--- config.mk ---
export PLATFORM = sky130hd
export DESIGN_NAME = gradient_colormap_pixel
export DESIGN_NICKNAME = d
export VERILOG_FILES = /design/src/gcmp_pkg.sv /design/src/gcmp_lookup.sv /design/src/gcmp_channel.sv /design/src/gradient_colormap_pixel.sv
export SDC_FILE = /design/constraint.sdc
export NUM_CORES = 2
export LEC_CHECK = 0
export ABC_AREA = 1
export BUFFER_PORTS_ARGS = -buffer_cell sky130_fd_sc_hd__clkbuf_2
export CORE_MARGIN = 5
export CORE_UTILIZATION = 55
export DETAILED_ROUTE_END_ITERATION = 7
export PLACE_DENSITY_LB_ADDON = 0.1
export SETUP_SLACK_MARGIN = 0.3
export SLEW_MARGIN = 30
export SYNTH_ARGS = -nofsm -noshare
export SYNTH_HDL_FRONTEND = slang
export SYNTH_HIERARCHICAL = 1
export SYNTH_SLANG_ARGS = --single-unit
--- constraint.sdc ---
create_clock -name clk_i -period 15.3 [get_ports clk_i]
set_clock_uncertainty 0.1 [all_clocks]
set_input_delay 2.295 -clock clk_i [delete_from_list [all_inputs] [get_ports clk_i]]
set_output_delay 2.295 -clock clk_i [all_outputs]
set_load 0.02 [all_outputs]
--- src/gcmp_pkg.sv ---
package gcmp_pkg;

  localparam int unsigned NumColors = 4;
  localparam int unsigned NumChan   = 3;
  localparam int unsigned SegSpan   = 85;
  localparam int unsigned ValW      = 8;
  localparam int unsigned FracW     = 16;
  localparam int unsigned LevelW    = FracW + 1;
  localparam int unsigned ProdW     = LevelW + FracW;

  localparam logic [LevelW-1:0] QOne   = LevelW'(65536);
  localparam logic [LevelW-1:0] QFifth = LevelW'(13107);

  localparam logic [ValW-1:0] ValMax  = ValW'(255);
  localparam logic [ValW-1:0] SegTwo  = ValW'(2 * SegSpan);
  localparam logic [ValW-1:0] SegOne  = ValW'(SegSpan);

  typedef logic [1:0]        stop_idx_t;
  typedef logic [ValW-1:0]   val_t;
  typedef logic [FracW-1:0]  frac_t;
  typedef logic [LevelW-1:0] level_t;

  typedef logic [LevelW-1:0] stop_row_t [NumChan];
  typedef stop_row_t         stop_tbl_t [NumColors];
  typedef logic [FracW-1:0]  frac_tbl_t [256];

  localparam stop_tbl_t Stops = '{
    '{LevelW'(0), LevelW'(0), LevelW'(0)},
    '{QOne, QFifth, QFifth},
    '{QOne, QOne, QFifth},
    '{QOne, QOne, QOne}
  };

  function automatic frac_tbl_t build_frac();
    frac_tbl_t   tbl;
    int unsigned rem;
    for (int unsigned i = 0; i < 256; i++) begin
      rem    = i % SegSpan;
      tbl[i] = FracW'((rem << FracW) / SegSpan);
    end
    return tbl;
  endfunction

  localparam frac_tbl_t FracTbl = build_frac();

  typedef struct packed {
    val_t                        value;
    frac_t                       frac;
    logic [NumChan-1:0][LevelW-1:0] lo;
    logic [NumChan-1:0][LevelW-1:0] diff;
  } seg_t;

endpackage

--- src/gcmp_lookup.sv ---
module gcmp_lookup (
  input  logic            clk_i,
  input  logic            en_i,
  input  gcmp_pkg::val_t  value_i,
  output gcmp_pkg::seg_t  seg_o
);
  import gcmp_pkg::*;

  seg_t      seg_d, seg_q;
  stop_idx_t lo_idx, hi_idx;

  always_comb begin
    if (value_i == '0) begin
      lo_idx = 2'd0;
      hi_idx = 2'd0;
    end else if (value_i == ValMax) begin
      lo_idx = 2'd3;
      hi_idx = 2'd3;
    end else if (value_i >= SegTwo) begin
      lo_idx = 2'd2;
      hi_idx = 2'd3;
    end else if (value_i >= SegOne) begin
      lo_idx = 2'd1;
      hi_idx = 2'd2;
    end else begin
      lo_idx = 2'd0;
      hi_idx = 2'd1;
    end
  end

  always_comb begin
    seg_d.value = value_i;
    if ((value_i == '0) || (value_i == ValMax)) begin
      seg_d.frac = '0;
    end else begin
      seg_d.frac = FracTbl[value_i];
    end
    for (int c = 0; c < NumChan; c++) begin
      seg_d.lo[c]   = Stops[lo_idx][c];
      seg_d.diff[c] = Stops[hi_idx][c] - Stops[lo_idx][c];
    end
  end

  always_ff @(posedge clk_i) begin
    if (en_i) begin
      seg_q <= seg_d;
    end
  end

  assign seg_o = seg_q;

endmodule

--- src/gcmp_channel.sv ---
module gcmp_channel (
  input  logic              clk_i,
  input  gcmp_pkg::val_t    value_i,
  input  gcmp_pkg::frac_t   frac_i,
  input  gcmp_pkg::level_t  lo_i,
  input  gcmp_pkg::level_t  diff_i,
  output gcmp_pkg::val_t    chan_o
);
  import gcmp_pkg::*;

  logic [ProdW-1:0]      prod_q;
  level_t                lo_q;
  val_t                  v2_q;
  logic [LevelW:0]       sum;
  level_t                level_d, level_q;
  val_t                  v3_q;
  logic [LevelW+ValW-1:0] scaled;
  val_t                  chan_q;

  // interp product
  always_ff @(posedge clk_i) begin
    prod_q <= ProdW'(diff_i) * ProdW'(frac_i);
    lo_q   <= lo_i;
    v2_q   <= value_i;
  end

  // level with clamp
  always_comb begin
    sum = {1'b0, lo_q} + (LevelW + 1)'(prod_q[ProdW-1:FracW]);
    if (sum > (LevelW + 1)'(QOne)) begin
      level_d = QOne;
    end else begin
      level_d = sum[LevelW-1:0];
    end
  end

  always_ff @(posedge clk_i) begin
    level_q <= level_d;
    v3_q    <= v2_q;
  end

  // scale by intensity
  assign scaled = (LevelW + ValW)'(v3_q) * (LevelW + ValW)'(level_q);

  always_ff @(posedge clk_i) begin
    chan_q <= scaled[FracW+ValW-1:FracW];
  end

  assign chan_o = chan_q;

endmodule

--- src/gradient_colormap_pixel.sv ---
// An accepted start passes through the lookup, product, level, scale and output
//   stages before valid_o.
// Throughput: one word per cycle; busy is tied low, the result path has no stall.
// Reset: rst_ni clears the valid pipeline only; data registers are not reset.
// Results are shown for one cycle; the receiver cannot hold them off.
module gradient_colormap_pixel (
  input  logic           clk_i,
  input  logic           rst_ni,
  input  logic           start,
  output logic           busy,
  input  logic [7:0]     value_i,
  output logic           valid_o,
  output logic [7:0]     red_o,
  output logic [7:0]     green_o,
  output logic [7:0]     blue_o,
  output logic [7:0]     alpha_o
);
  import gcmp_pkg::*;

  localparam int unsigned Depth = 4;

  logic              accept;
  logic [Depth-1:0]  vld_d, vld_q;
  seg_t              seg;
  val_t              chan [NumChan];
  val_t              alpha_d [Depth-1];
  val_t              alpha_q [Depth-1];
  logic              out_vld_q;
  val_t              red_q, green_q, blue_q, out_alpha_q;

  assign busy   = 1'b0;
  assign accept = start && !busy;

  gcmp_lookup u_lookup (
    .clk_i   (clk_i),
    .en_i    (accept),
    .value_i (value_i),
    .seg_o   (seg)
  );

  for (genvar c = 0; c < NumChan; c++) begin : g_chan
    gcmp_channel u_chan (
      .clk_i   (clk_i),
      .value_i (seg.value),
      .frac_i  (seg.frac),
      .lo_i    (seg.lo[c]),
      .diff_i  (seg.diff[c]),
      .chan_o  (chan[c])
    );
  end

  always_comb begin
    vld_d = {vld_q[Depth-2:0], accept};
    alpha_d[0] = seg.value;
    for (int i = 1; i < Depth - 1; i++) begin
      alpha_d[i] = alpha_q[i-1];
    end
  end

  always_ff @(posedge clk_i or negedge rst_ni) begin
    if (!rst_ni) begin
      vld_q     <= '0;
      out_vld_q <= 1'b0;
    end else begin
      vld_q     <= vld_d;
      out_vld_q <= vld_q[Depth-1];
    end
  end

  always_ff @(posedge clk_i) begin
    alpha_q     <= alpha_d;
    red_q       <= chan[0];
    green_q     <= chan[1];
    blue_q      <= chan[2];
    out_alpha_q <= alpha_q[Depth-2];
  end

  assign valid_o = out_vld_q;
  assign red_o   = red_q;
  assign green_o = green_q;
  assign blue_o  = blue_q;
  assign alpha_o = out_alpha_q;

  a_lat: assert property (@(posedge clk_i) disable iff (!rst_ni)
    valid_o |-> $past(accept, Depth + 1))
    else $error("result without matching start");

  a_alpha: assert property (@(posedge clk_i) disable iff (!rst_ni)
    valid_o |-> (alpha_o == $past(value_i, Depth + 1)))
    else $error("alpha does not follow input");

  a_black: assert property (@(posedge clk_i) disable iff (!rst_ni)
    (valid_o && (alpha_o == '0)) |-> ((red_o == '0) && (green_o == '0) && (blue_o == '0)))
    else $error("zero intensity not black");

  a_white: assert property (@(posedge clk_i) disable iff (!rst_ni)
    (valid_o && (alpha_o == ValMax)) |->
      ((red_o == ValMax) && (green_o == ValMax) && (blue_o == ValMax)))
    else $error("full intensity not white");

endmodule
# --- Yosys cells after proc, flatten, opt, wreduce, memory -nomap -nowiden ---
# Memory sizes are Yosys's and may differ from the RTL's. A register that Yosys moved wholly into a read port is not among the register bits.
# Index checks and enable logic that the tools add are counted.
# Widths: inputs -> output; s select.
totals:
  romBits: 4096
  ff_bits: 396
  input_bits: 11
  mem_count: 1
op_classes:
  n_eq_ne: 1
  multipliers: 6
  bitwise: 3
  magnitude_cmp: 7
  n_addsub: 6
  reduce_logical: 2
  mux: 14
memory_table:
  columns: ["memory", "words", "width", "read_ports", "rd_ports_with_merged_regs", "wr", "line_no", "rtl"]
  rows:
  - ["(no name shown)", 256, 16, 1, 1, 0, "gcmp_lookup.sv:36", "seg_d.frac = FracTbl[value_i];"]
op_table:
  columns: ["operator", "count"]
  rows:
  - ["$bmux 51 s2", 2]
  - ["$mux 51", 4]
  - ["$mul 17x16->33", 3]
  - ["$mul 8x17->24", 3]
  - ["$add 17x17->18", 3]
  - ["$gt 18x17->1 const B", 3]
  - ["$sub 17x17->17", 3]
  - ["$mux 2", 7]
  - ["$not 8->9", 1]
  - ["$eq 8x8->1 const B", 1]
  - ["$ge 8x7->1 const B", 1]
  - ["$ge 8x8->1 const B", 1]
  - ["$logic_not 8->1", 1]
  - ["$ge 3x3->1 const B", 2]
  - ["$not 2->3", 2]
  - ["$logic_or 1x1->1", 1]
  - ["$mux 1", 1]

# --- Logic depth before layout (Yosys ltp) ---
depth:
  depth_word: 10
  ltp_mapped: 28

# --- Cells and area by module ---
# The synthesis kept the hierarchy.
by_module_without_submodules:
  columns: ["module", "n_inst", "area_per_inst_um2", "cells_each"]
  rows:
  - ["gcmp_channel (g_chan[0].u_chan)", 1, 16646.0, 2271]
  - ["gcmp_channel (g_chan[2].u_chan)", 1, 16493.3, 2247]
  - ["gcmp_channel (g_chan[1].u_chan)", 1, 16447.0, 2228]
  - ["gcmp_lookup", 1, 3010.4, 399]
  - ["gradient_colormap_pixel", 1, 1257.5, 63]

# --- Worst setup path before layout ---
# Ideal clock, no wire load.
synth_path:
  path_type: "register to register"
  start: "register u_lookup.seg_q (netlist bit u_lookup/seg_o[32])"
  end: "register g_chan[1].u_chan.prod_q[29]"
  arrival_ns: 5.489
  slack_ns: 9.599
  required_time_ns: 15.088
  stages_incl_launch_ff: 25
  synth_period_minus_slack_ns: 5.701
  cell_sequence: "edfxtp_1 > buf_4 > clkbuf_1 > clkbuf_1 > nand2_1 > fa_1 > inv_1 > fa_1 > inv_1 > fa_1 > inv_1 > fa_1 > fa_1 > inv_1 > fa_1 > inv_1 > ha_1 > a21oi_1 > o21ai_0 > a21oi_1 > nor2_1 > nor4_1 > nand2_1 > nand2_1 > nand2_1"
synth_via:
  elab_chain_len: 1
synth_lines:
  columns: ["item", "line_no", "rtl"]
  rows:
  - ["from (decl)", "gcmp_lookup.sv:9", "seg_t seg_d, seg_q;"]
  - ["from (signal assigned)", "gcmp_lookup.sv:46", "seg_q <= seg_d;"]
  - ["$mul 17x16->33", "gcmp_channel.sv:22", "prod_q <= ProdW'(diff_i) * ProdW'(frac_i);"]
  - ["to (signal assigned)", "gcmp_channel.sv:22", null]
  - ["to (decl)", "gcmp_channel.sv:11", "logic [ProdW-1:0] prod_q;"]
# Every way passes these cells.
# A chain may end at the register's enable or synchronous reset.

# --- Worst setup path after layout ---
layout_path:
  start: "register u_lookup.seg_q (netlist bit u_lookup/seg_o[39])"
  end: "register g_chan[2].u_chan.prod_q[29]"
layout_via:
  elab_chain_len: 1
layout_lines:
  columns: ["item", "line_no"]
  rows:
  - ["$mul 17x16->33", "gcmp_channel.sv:22"]
  - ["to (signal assigned)", "gcmp_channel.sv:22"]
  - ["to (decl)", "gcmp_channel.sv:11"]
# Every way passes these cells.

==> impl_metrics.prom <==
# TYPE chip_impl_metric gauge
chip_impl_info{name="status",value="completed"} 1
chip_impl_metric{name="core-area",unit="sq um"} 97000
chip_impl_metric{name="clock_sink_count",unit=""} 316
chip_impl_metric{name="final-hold-violation-count",unit=""} 0
chip_impl_info{name="type_of_element_capturing_the_critical_path",value="register"} 1
chip_impl_metric{name="final_layout_size_suffix_gt1_share",unit="%"} 3.91
chip_impl_metric{name="regToRegSetupSlack",unit="ns"} 8.52
chip_impl_metric{name="post-route-period-util",unit="%"} 44.3
chip_impl_metric{name="clkSlewWorstSetupHoldPaths",unit="ns"} 0.06
chip_impl_info{name="largest_family_of_logic_cells_by_synthesized_area",value="adder cells"} 1
chip_impl_info{name="setup_repair_after_global_routing_missed_its_margin",value="false"} 1
chip_impl_metric{name="synthAdderAreaFrac",unit="%"} 44.5
chip_impl_metric{name="start_util",unit="%"} 55.5
chip_impl_metric{name="synth_async_sr_flop_share",unit="%"} 1.58
chip_impl_metric{name="total_negative_slack_for_setup_checks",unit="ns"} 0
chip_impl_metric{name="max-slew-margin-rel",unit="%"} 34.9
chip_impl_metric{name="yosys_warnings",unit=""} 6
chip_impl_metric{name="cts.repair_timing.setup_buffer_count",unit=""} 0
chip_impl_metric{name="tritoncts.num_buffers",unit=""} 40
chip_impl_metric{name="wire_per_inst",unit="um"} 14.9
chip_impl_metric{name="synth_compound_gate_area_share",unit="%"} 4.93
chip_impl_metric{name="finalNetCount",unit=""} 8359
chip_impl_metric{name="cp_data_required_time",unit="ns"} 15.72
chip_impl_metric{name="synth_simple_gate_area_share",unit="%"} 19.9
chip_impl_metric{name="finalSetupViolCount",unit=""} 0
chip_impl_info{name="cts_root_buffer",value="sky130_fd_sc_hd__clkbuf_16"} 1
chip_impl_metric{name="floorplan.rows",unit=""} 114
chip_impl_metric{name="dr_total_vias",unit=""} 41300
chip_impl_metric{name="cts_resized",unit=""} 0
chip_impl_metric{name="areaGrowthSynthToFinish",unit="%"} 3.16
chip_impl_metric{name="viasPerCell",unit=""} 4.99
chip_impl_metric{name="synthCells",unit=""} 7208
chip_impl_metric{name="port_buffers",unit=""} 43
chip_impl_metric{name="slew_violations",unit=""} 0
chip_impl_info{name="class_of_the_most_critical_hold_timing_path",value="reg -> reg"} 1
chip_impl_metric{name="synth.lib_cells_used.distinct",unit=""} 56
chip_impl_metric{name="period_needed",unit="ns"} 6.78
chip_impl_metric{name="grt_pass1_wl",unit="um"} 212000
chip_impl_metric{name="clock_path_buffers",unit=""} 3
chip_impl_metric{name="timing.fmax",unit="MHz"} 148
chip_impl_metric{name="clock_latency_of_the_later_clocked_register_in_the_worst_skew_pair",unit="ns"} 0.62
chip_impl_info{name="reg2reg_to",value="g_chan[2].u_chan/prod_q[29]"} 1
chip_impl_metric{name="detail-route-antenna-nets",unit=""} 0
chip_impl_metric{name="detail_route.iter0.violations",unit=""} 2399
chip_impl_metric{name="dr.pass1.iters",unit=""} 6
chip_impl_info{name="crit_path_start_kind",value="register"} 1
chip_impl_metric{name="num_io_pins",unit=""} 45
chip_impl_metric{name="synth-seq-area-share",unit="%"} 12.4
chip_impl_metric{name="first_global_vias",unit=""} 43600
chip_impl_metric{name="worst-endpoint-arrival",unit="ns"} 7.20
chip_impl_info{name="hold_start",value="g_chan[1].u_chan/v2_q[6]"} 1
chip_impl_metric{name="worst_pin_slew",unit="ns"} 0.975
chip_impl_metric{name="chipHeight",unit="um"} 323
chip_impl_metric{name="max_cap_violations",unit=""} 0
chip_impl_metric{name="design.die.area",unit="sq um"} 104000
chip_impl_metric{name="hold_path_depth",unit=""} 0
chip_impl_metric{name="hold_buffers",unit=""} 0
chip_impl_metric{name="gr-total-overflow",unit=""} 0
chip_impl_info{name="crit-reg2reg-launch",value="u_lookup/seg_o[39]"} 1
chip_impl_metric{name="parity_gate_share_of_the_synthesized_area_counting_xor_and_xnor_cells",unit="%"} 1.07
chip_impl_metric{name="synth-edff-count",unit=""} 30
chip_impl_metric{name="worstRegToRegCells",unit=""} 21
chip_impl_metric{name="hpwl",unit="um"} 97200
chip_impl_metric{name="fill_cell_count",unit=""} 9280
chip_impl_info{name="timing_worst_setup_path_type",value="reg -> reg"} 1
chip_impl_metric{name="chipWidth",unit="um"} 323
chip_impl_info{name="cts_tree",value="done"} 1
chip_impl_metric{name="syn-mean-instance-area",unit="sq um"} 7.47
chip_impl_metric{name="critical_path.max_fanout",unit=""} 91
chip_impl_metric{name="global_route.usage.total",unit="%"} 24.7
chip_impl_metric{name="number_of_antenna_violations_at_the_first_check_in_global_routing",unit=""} 2
chip_impl_metric{name="maximum_number_of_pins_on_one_net_before_global_route_repair",unit=""} 96
chip_impl_metric{name="synth_area",unit="sq um"} 53900
chip_impl_info{name="holdPathEnd",value="g_chan[1].u_chan/v3_q[6]"} 1
chip_impl_metric{name="cts_max_level",unit=""} 2
chip_impl_metric{name="routability_congestion",unit=""} 0.899
chip_impl_metric{name="synthMuxAreaShare",unit="%"} 0
chip_impl_info{name="setup.worst_path.start",value="u_lookup/seg_o[39]"} 1
chip_impl_metric{name="ys_ff_latch",unit=""} 316
chip_impl_metric{name="finalWirelength",unit="um"} 123000
chip_impl_info{name="yosys_most_used_dff",value="sky130_fd_sc_hd__dfxtp_1"} 1
chip_impl_metric{name="route.detailed.drc",unit=""} 0
synth_stat cells (all sizes together), types with 6 or more instances:
cell | count | area, sq um
xnor2 | 31 | 272
o211ai | 7 | 52.6
nand4 | 39 | 289
buf | 114 | 870
o21a | 13 | 97.6
o31ai | 7 | 52.6
a31oi | 40 | 256
clkbuf | 286 | 1080
edfxtp | 30 | 901
and2 | 6 | 37.5
o21bai | 8 | 60.1
nand2 | 2043 | 7750
nand3b | 19 | 143
nor4 | 7 | 43.8
inv | 1962 | 7370
fa | 888 | 17800
o21ai | 98 | 494
o221ai | 6 | 52.6
a21oi | 232 | 1270
xor2 | 35 | 307
nand3 | 180 | 931
nor3 | 48 | 288
ha | 493 | 6170
nor2 | 281 | 1180
a21o | 27 | 203
dfxtp | 281 | 5630
metrics by stage:
step / utilization (%) / instance area [sq um] / std cells / setup WS, ns / hold WS, ns
CTS: 57.2 / 55500 / 8274 / 8.55 / 0.213
global route: 57.3 / 55500 / 8275 / 8.14 / 0.211
floorplan: - / 54000 / 7255 / 9.60 / 0.210
finish: 57.3 / 55600 / 8277 / 8.52 / 0.216
detailed placement: 55.8 / 54100 / 8200 / 8.57 / 0.212
global placement: 55.8 / 54100 / 8200 / 8.60 / 0.210
metal layers:
layer,up-vias,part of all wire [%],global-route usage (%)
met5,-,0,0
met4,0,3.0,7.28
met3,195,5.0,3.63
met2,892,48,43.0
met1,20000,44,32.1
li1,20300,-,-
sequential cells by signal (all words and copies together), names as in the netlist, 8 cells and up:
signal and cells:
g_chan.u_chan/level_q 51, alpha_q 8, g_chan.u_chan/chan_o 24, alpha_o 8
u_lookup/seg_o 30, g_chan.u_chan/prod_q 51, blue_o 8, g_chan.u_chan/v3_q 24
green_o 8, g_chan.u_chan/lo_q 51, alpha_d 16, red_o 8
g_chan.u_chan/v2_q 24
worst max path at each step:
| stage | slack, ns | endpoint |
|---|---|---|
| floorplan | 9.60 | g_chan[1].u_chan/prod_q[29] |
| global placement | 8.60 | g_chan[1].u_chan/prod_q[28] |
| detailed placement | 8.57 | g_chan[2].u_chan/prod_q[29] |
| CTS | 8.55 | g_chan[2].u_chan/prod_q[29] |
| global route | 8.14 | g_chan[2].u_chan/prod_q[29] |
| finish | 8.52 | g_chan[2].u_chan/prod_q[29] |
layout by cell type, fill, tap and decap left out, drive strengths merged, types with 3 or more instances in the layout:
master  instances
nand2        2043
inv          1971
fa            888
ha            493
dfxtp         281
nor2          281
a21oi         232
nand3         180
o21ai          98
clkbuf         93
conb           49
nor3           48
a31oi          40
nand4          39
xor2           35
xnor2          31
edfxtp         30
a21o           27
buf            27
nand3b         19
o21a           13
o21bai          8
clkinv          8
o31ai           7
o211ai          7
nor4            7
o221ai          6
and2            6
bufinv          5
a211oi          5
dfrtp           5
and3            3
final cells by class:
| class | count | area, sq um | area share, % |
|---|---|---|---|
| multi-input cells | 4577 | 38100 | 68.5 |
| inverters | 1962 | 7370 | 13.3 |
| flip-flops and latches | 316 | 6650 | 12.0 |
| well taps | 1276 | 1600 | 2.87 |
| clock buffers | 50 | 1090 | 1.96 |
| repair buffers | 70 | 448 | 0.806 |
| clock inverters | 24 | 335 | 0.604 |
| diodes | 2 | 5.00 | 0.00901 |
kinds of logic after synthesis:
kind of cell / Yosys count
AND/OR/NAND/NOR: 2629
other: 2
buffers and inverters: 2362
AO/OA/AOI/OAI: 452
XOR/XNOR: 66
adder cells (fa/ha/maj): 1381
flip-flops: 316
critical path: stages (launching register included):
cell	delay, ns
sky130_fd_sc_hd__edfxtp_1	0.80
sky130_fd_sc_hd__buf_4	0.84
sky130_fd_sc_hd__nand2_1	0.18
sky130_fd_sc_hd__fa_1	0.58
sky130_fd_sc_hd__inv_1	0.05
sky130_fd_sc_hd__fa_1	0.48
sky130_fd_sc_hd__fa_1	0.58
sky130_fd_sc_hd__fa_1	0.45
sky130_fd_sc_hd__fa_1	0.49
sky130_fd_sc_hd__inv_1	0.05
sky130_fd_sc_hd__fa_1	0.50
sky130_fd_sc_hd__inv_1	0.05
sky130_fd_sc_hd__ha_1	0.38
sky130_fd_sc_hd__a21oi_1	0.24
sky130_fd_sc_hd__inv_1	0.06
sky130_fd_sc_hd__a31oi_1	0.13
sky130_fd_sc_hd__inv_1	0.08
sky130_fd_sc_hd__a21oi_1	0.23
sky130_fd_sc_hd__o21a_1	0.18
sky130_fd_sc_hd__nand2_1	0.06
sky130_fd_sc_hd__nand2_1	0.06
sky130_fd_sc_hd__nand2_1	0.04
Power is not shown: default switching activity piles up to over one toggle a cycle in this logic, so the estimate is an artifact.
